**config.mk**
```make
export PLATFORM = sky130hd
export DESIGN_NAME = qrs_disc
export DESIGN_NICKNAME = d
export VERILOG_FILES = /design/src/sv/qrs_pkg.sv /design/src/sv/qrs_disc.sv
export SDC_FILE = /design/constraint.sdc
export NUM_CORES = 2
export LEC_CHECK = 0
export BUFFER_PORTS_ARGS = -buffer_cell sky130_fd_sc_hd__buf_2
export CAP_MARGIN = 30
export CELL_PAD_IN_SITES_DETAIL_PLACEMENT = 0
export CELL_PAD_IN_SITES_GLOBAL_PLACEMENT = 2
export CORE_ASPECT_RATIO = 0.6
export CORE_MARGIN = 2
export CORE_UTILIZATION = 46
export DETAILED_ROUTE_END_ITERATION = 7
export PLACE_DENSITY_LB_ADDON = 0.1
export SLEW_MARGIN = 20
export SYNTH_ARGS = -nofsm -noshare
export SYNTH_HDL_FRONTEND = slang
export SYNTH_SLANG_ARGS = --single-unit
export TNS_END_PERCENT = 5
```
**constraint.sdc**
```tcl
create_clock -name clk -period 11.9 [get_ports clk]
set_input_delay 2.38 -clock clk [delete_from_list [all_inputs] [get_ports clk]]
set_output_delay 2.38 -clock clk [all_outputs]
set_load 0.005 [all_outputs]
```
**src/sv/qrs_pkg.sv**
```systemverilog
// shared types and fixed-point constants for the quadratic root solver
// no dependencies; imported by qrs_disc and the top level
package qrs_pkg;

  localparam int NORM_BITS  = 30;
  localparam int NRM_W      = NORM_BITS + 1;
  localparam int LO_W       = 16;
  localparam int HI_W       = NRM_W - LO_W;
  localparam int PROD_W     = 2 * NRM_W;
  localparam int SQRT_W     = PROD_W / 2;
  localparam int BD_W       = NRM_W + 1;
  localparam int OUT_W      = 48;
  localparam int TOL_W      = 16;
  localparam int DISC_SHIFT = 20;

  typedef enum logic [1:0] {
    STAT_NONE     = 2'd0,
    STAT_EXTREMUM = 2'd1,
    STAT_ONE      = 2'd2,
    STAT_TWO      = 2'd3
  } status_t;

  typedef struct packed {
    logic             zero;
    logic             na;
    logic             nc;
    logic [NRM_W-1:0] am;
    logic [NRM_W-1:0] bm;
    logic [NRM_W-1:0] cm;
  } nrm_t;

  typedef struct packed {
    logic kill;
    logic extremum;
    logic zden;
    logic single;
    logic neg0;
  } ctl_t;

endpackage

```
**src/sv/qrs_disc.sv**
```systemverilog
// discriminant b*b - a*c from split partial products, tolerance and sign test
// depends on qrs_pkg; four register stages
module qrs_disc (
  input  logic                      clk,
  input  logic                      rst,
  input  logic                      en,
  input  logic                      in_valid,
  input  qrs_pkg::nrm_t             nrm_in,
  input  logic [qrs_pkg::TOL_W-1:0] tol,
  output logic                      out_valid,
  output logic [qrs_pkg::PROD_W-1:0] rad,
  output logic                      extremum,
  output qrs_pkg::nrm_t             nrm_out
);
  import qrs_pkg::*;

  logic                  v1, v2, v3;
  nrm_t                  n1, n2, n3;
  logic [2*HI_W-1:0]     bb_hh, ac_hh;
  logic [HI_W+LO_W-1:0]  bb_hl, ac_hl, ac_lh;
  logic [2*LO_W-1:0]     bb_ll, ac_ll;
  logic [PROD_W-1:0]     bb, ac;
  logic                  add;
  logic [PROD_W-1:0]     dmag;
  logic                  dneg;
  logic [HI_W+LO_W:0]    ac_mid;
  logic [PROD_W-1:0]     limit;
  logic                  near_zero;

  always_ff @(posedge clk) begin
    if (rst) begin
      v1        <= 1'b0;
      v2        <= 1'b0;
      v3        <= 1'b0;
      out_valid <= 1'b0;
    end else if (en) begin
      v1        <= in_valid;
      v2        <= v1;
      v3        <= v2;
      out_valid <= v3;
    end
  end

  // partial products
  always_ff @(posedge clk) begin
    if (en) begin
      n1    <= nrm_in;
      bb_hh <= nrm_in.bm[NRM_W-1:LO_W] * nrm_in.bm[NRM_W-1:LO_W];
      bb_hl <= nrm_in.bm[NRM_W-1:LO_W] * nrm_in.bm[LO_W-1:0];
      bb_ll <= nrm_in.bm[LO_W-1:0] * nrm_in.bm[LO_W-1:0];
      ac_hh <= nrm_in.am[NRM_W-1:LO_W] * nrm_in.cm[NRM_W-1:LO_W];
      ac_hl <= nrm_in.am[NRM_W-1:LO_W] * nrm_in.cm[LO_W-1:0];
      ac_lh <= nrm_in.am[LO_W-1:0] * nrm_in.cm[NRM_W-1:LO_W];
      ac_ll <= nrm_in.am[LO_W-1:0] * nrm_in.cm[LO_W-1:0];
    end
  end

  assign ac_mid = {1'b0, ac_hl} + {1'b0, ac_lh};

  always_ff @(posedge clk) begin
    if (en) begin
      n2  <= n1;
      bb  <= (PROD_W'(bb_hh) << (2 * LO_W)) + (PROD_W'(bb_hl) << (LO_W + 1))
             + PROD_W'(bb_ll);
      ac  <= (PROD_W'(ac_hh) << (2 * LO_W)) + (PROD_W'(ac_mid) << LO_W)
             + PROD_W'(ac_ll);
      add <= n1.na ^ n1.nc;
    end
  end

  // signed difference as magnitude and sign
  always_ff @(posedge clk) begin
    if (en) begin
      n3 <= n2;
      if (add) begin
        dmag <= bb + ac;
        dneg <= 1'b0;
      end else if (bb >= ac) begin
        dmag <= bb - ac;
        dneg <= 1'b0;
      end else begin
        dmag <= ac - bb;
        dneg <= 1'b1;
      end
    end
  end

  assign limit     = PROD_W'({tol, {DISC_SHIFT{1'b0}}});
  assign near_zero = dmag <= limit;

  always_ff @(posedge clk) begin
    if (en) begin
      nrm_out  <= n3;
      rad      <= (dneg || near_zero) ? '0 : dmag;
      extremum <= dneg && !near_zero;
    end
  end

endmodule

```
Yosys cells after proc, flatten, opt, wreduce, memory -nomap -nowiden
Index checks and enable logic that the tools add are counted.
{"block": "op_classes", "add_sub_neg": 8, "bitwise": 1, "mul": 7, "muxes": 3, "n_reduce_logical": 3, "order_cmp": 2}
{"operator": "adder 62 x 32 -> 62 bit", "count": 2}
{"operator": "adder 62 x 48 -> 62 bit", "count": 2}
{"operator": "2-to-1 mux 62 bit", "count": 2}
{"operator": "subtractor 62 bit", "count": 2}
{"operator": "multiplier 16 x 16 -> 32 bit", "count": 2}
{"operator": "adder 62 bit", "count": 1}
{"operator": "greater-or-equal comparator 62 bit", "count": 1}
{"operator": "less-or-equal comparator 62 x 36 -> 1 bit", "count": 1}
{"operator": "multiplier 15 x 16 -> 31 bit", "count": 2}
{"operator": "multiplier 15 x 15 -> 30 bit", "count": 2}
{"operator": "adder 31 x 31 -> 32 bit", "count": 1}
{"operator": "multiplier 16 x 15 -> 31 bit", "count": 1}
{"operator": "logical AND 1 bit", "count": 1}
{"operator": "zero test 1 bit", "count": 1}
{"operator": "logical OR 1 bit", "count": 1}
{"operator": "2-to-1 mux 1 bit", "count": 1}
{"operator": "XOR 1 bit", "count": 1}
{"block": "totals", "out_inout_bits": 160, "register_bits": 856, "wordCells": 66, "inputBits": 116}

Depth between registers and ports, before layout
{"block": "depth", "ltp_word": 3, "mapped_depth": 28, "mapped_depth_nobuf": 27}

Worst setup path after synthesis
Ideal clock, no wire load.
{"block": "synth_timing", "path_type": "in2reg", "from": "input port nrm_in[37] in the netlist's numbering", "to": "register bb_ll[28], data pin", "path_slack_ps": 3080, "t_required_ps": 11641, "stages": 25, "arrival_time_ps": 8561, "setup_ps": 259, "n_path_buf": 2, "cell_sequence": "clkbuf_1 clkbuf_1 nand2_1 fa_1 fa_1 inv_1 fa_1 fa_1 fa_1 inv_1 fa_1 inv_1 ha_1 a21o_1 a21o_1 a21o_1 a21o_1 a211o_1 a21oi_1 o21bai_1 a2111oi_0 o31a_1 o21bai_1 a21oi_1 xnor2_1"}
{"block": "synth_via", "elab_chain_cells": 1}
{"item": "from (decl)", "line_no": "qrs_disc.sv:8", "rtl": "input qrs_pkg::nrm_t nrm_in,"}
{"item": "multiplier 16 x 16 -> 32 bit", "line_no": "qrs_disc.sv:50", "rtl": "bb_ll <= nrm_in.bm[LO_W-1:0] * nrm_in.bm[LO_W-1:0];"}
{"item": "to (signal assigned)", "line_no": "qrs_disc.sv:50"}
{"item": "to (decl)", "line_no": "qrs_disc.sv:21", "rtl": "logic [2*LO_W-1:0] bb_ll, ac_ll;"}
Every way passes these cells.
A chain may end at the register's enable or synchronous reset.

Worst setup path after layout
{"block": "layout_timing", "from": "input port nrm_in[31] in the netlist's numbering", "to": "register bb_ll[28], data pin"}
Same word-level chain as after synthesis.

==> flow_metrics.py <==
metrics = {
    "status": {
        "outcome": "completed",
    },
    "clock_network": {
        "tritoncts": "yes",
        "clk_path_buf_depth": 3,
        "cts_num_sinks": 850,
        "clock_latency_ps": 730,
        "cts_setup_buffers": 0,
        "clock_buffer_count_from_cts": 89,
        "post_cts_resized": 0,
        "cts.hold.buffers_added": 0,
        "clock_tree.root_cell": "clkbuf_16",
        "cts.reportedPaths.clkPinSlew_ps": 70,
        "htree_levels": 3,
    },
    "place": {
        "buffer_ports.inserted": 275,
        "hpwlAfterDp_mm": 224,
        "routability_cong": 0.937,
    },
    "yosys": {
        "synth_top_area_share_pct": 27.1,
        "synth_flop_cell": "edfxtp_1",
        "yosys_warnings": 0,
        "netlist_instances": 9322,
        "synth_enable_flop_cells": 846,
        "area_of_the_mapped_netlist_mm2": 0.0938,
        "synth-seq-area-share_pct": 27.2,
        "count_of_unique_library_cells_instantiated_by_yosys": 100,
        "yosys_register_bits": 850,
        "synthDominantAreaCellType": "edfxtp_1",
        "ys_async_sr_fraction_pct": 0,
        "syn-mean-instance-area_um2": 10.1,
        "postSynthNetCount": 11607,
        "synth_area_leaders": "edfxtp_1, fa_1, ha_1",
    },
    "critical_path": {
        "r2r_cells": 20,
        "critical-path-slowest-cell": "a2111oi_0",
        "setup.worst_path.class": "primary input to flop",
        "r2r_setup_slack_ps": 5730,
        "worst_r2r_endpoint": "ac[58]",
        "crit_family": "adder cells",
        "worst_r2r_startpoint": "ac_lh[8]",
        "timing.critical_path.from_type": "primary input",
        "arrival_ps": 9750,
        "path_buf_inv": 6,
        "timing.critical_path.slowest_cell_delay_ps": 780,
        "cp.required_ps": 12370,
        "worstSetupEndpointType": "flop",
        "crit_path_max_fanout": 22,
    },
    "sta": {
        "clock-skew-final_ps": 49.0,
        "tightestPinTransition_ps": 1180,
        "max_clock_freq_ghz": 0.108,
        "rsz_0062_raised_after_global_routing": "no",
        "setup_viol": 0,
        "fin_crit_ps": 9280,
        "maxSlewViolCount": 0,
        "timing_hold_violations_final": 0,
        "slew_headroom_pct": 21.1,
        "setup_total_negative_slack_ps": 0,
        "fin_crit_sh_pct": 78.0,
        "worst_hold_slack_ps": 399,
    },
    "global_routing": {
        "grt_overflow_total": 0,
        "antenna_violations_before_repair": 33,
        "wire_length_of_the_first_global_routing_pass_mm": 431,
        "first_global_vias": 66672,
        "pin_count_of_the_biggest_net_entering_global_routing": 167,
        "grt_use_total_pct": 27.5,
    },
    "finish": {
        "final_layout_size_suffix_gt1_share_pct": 6.06,
        "design.final.nets": 11691,
        "final.fill_count": 18841,
        "most_frequent_standard_cell_in_the_layout_excluding_fill_and_tap_cells": "inv_1",
        "most-common-layout-cells": "inv_1, fa_1, ha_1",
        "layout.area.seq_mm2": 0.0255,
        "syn2layout_area_growth_pct": 7.83,
        "multi_input_area_mm2": 0.0603,
    },
    "min_path": {
        "worst_hold_path.endpoint": "nrm_out[22]",
        "hold_path_depth": 0,
        "worstHoldPathType": "flop to flop",
        "worst_hold_startpoint": "n3[22]",
    },
    "die": {
        "fp.coreArea_mm2": 0.203,
        "num_rows": 128,
        "die_area_mm2": 0.208,
        "num_io_pins": 276,
        "initial_utilization_pct": 46.3,
        "height_of_the_die_um": 354,
        "die_w_um": 587,
    },
    "route": {
        "routedWlPerCell_um": 23.1,
        "dr_wl_met2_mm": 99.5,
        "detail_route.iter0.violations": 6560,
        "drt_pass1_iterations": 6,
        "dr_total_vias": 66260,
        "met1Wirelength_mm": 151,
        "drt.antenna.violating_nets": 0,
        "met3RoutedLength_mm": 28.9,
        "detail_route.wirelength_mm": 282,
        "via_per_inst": 5.43,
        "drc_errors": 0,
        "top_layer_used": "met5",
    },
    "flow_run": {
        "max_cap_violations": 0,
    },
}
synth_stat cells (28+ instances only):
cell type / n
a211oi_1: 36
a21o_1: 147
a21oi_1: 451
a31oi_1: 38
and2_1: 799
buf_2: 28
clkbuf_1: 333
edfxtp_1: 846
fa_1: 1203
ha_1: 966
inv_1: 1756
nand2_1: 882
nand2b_1: 47
nand3_1: 67
nand4_1: 49
nor2_1: 383
nor2b_1: 43
nor3_1: 86
nor4_1: 31
o21a_1: 55
o21ai_0: 188
o21bai_1: 89
o31ai_1: 44
xnor2_1: 259
xor2_1: 105
registers in the layout, summed over array words and instances (netlist names), 28 cells and up:
register	count
dmag	62
ac_hh	30
ac_ll	32
rad	62
ac	62
n3	96
bb	60
bb_ll	30
nrm_out	96
bb_hh	28
ac_hl	31
bb_hl	31
n1	96
n2	96
ac_lh	31
routing by layer:
| metal | GRT usage (%) | up-vias |
|---|---|---|
| met2 | 33.6 | 2341 |
| met4 | 3.55 | 4 |
| met5 | 0 | - |
| met3 | 7.12 | 187 |
| li1 | - | 30180 |
| met1 | 47.6 | 33548 |
cells by family (layout without fill, tap and decap cells):
| group | Yosys count | after routing | synth area share [%] |
|---|---|---|---|
| simple gates | 2486 | 2486 | 13.1 |
| compound gates | 1293 | 1293 | 8.91 |
| buf+inv | 2133 | 2289 | 8.61 |
| mux | 27 | 27 | 0.297 |
| xor+xnor | 364 | 364 | 3.40 |
| other cells | 0 | 3 | 0 |
| flops | 850 | 850 | 27.2 |
| fa+ha+maj | 2169 | 2169 | 38.5 |
final cells by class:
| cell class | instances | share of cell area (%) |
|---|---|---|
| multi-input cells | 6339 | 59.6 |
| flip-flops and latches | 850 | 25.2 |
| inverters | 1763 | 6.54 |
| well taps | 2730 | 3.38 |
| clock buffers | 97 | 2.25 |
| repair buffers | 363 | 2.13 |
| clock inverters | 66 | 0.917 |
| diodes | 3 | 0.00742 |
worst max-delay path by stage:
stage	start	endpoint	slack [ps]	cells after the start
2_1_floorplan	nrm_in[37]	bb_ll[28]	3080	25
3_3_place_gp	nrm_in[38]	bb_ll[28]	2060	25
3_5_place_dp	nrm_in[31]	bb_ll[28]	2000	26
4_1_cts	nrm_in[31]	bb_ll[28]	2790	26
5_1_grt	nrm_in[31]	bb_ll[28]	2430	26
6_report	nrm_in[31]	bb_ll[28]	2620	26
per-stage QoR:
step | setup slack [ps] | util, % | cell area (µm²) | std cells
CTS | 2790 | 49.9 | 101000 | 12205
floorplan | 3080 | - | 93800 | 9322
finish | 2620 | 49.9 | 101000 | 12211
global placement | 2060 | 48.3 | 97900 | 12038
global route | 2430 | 49.9 | 101000 | 12208
detailed placement | 2000 | 48.3 | 97900 | 12042
Power is not shown: default switching activity piles up to over one toggle a cycle in this logic, so the estimate is an artifact.
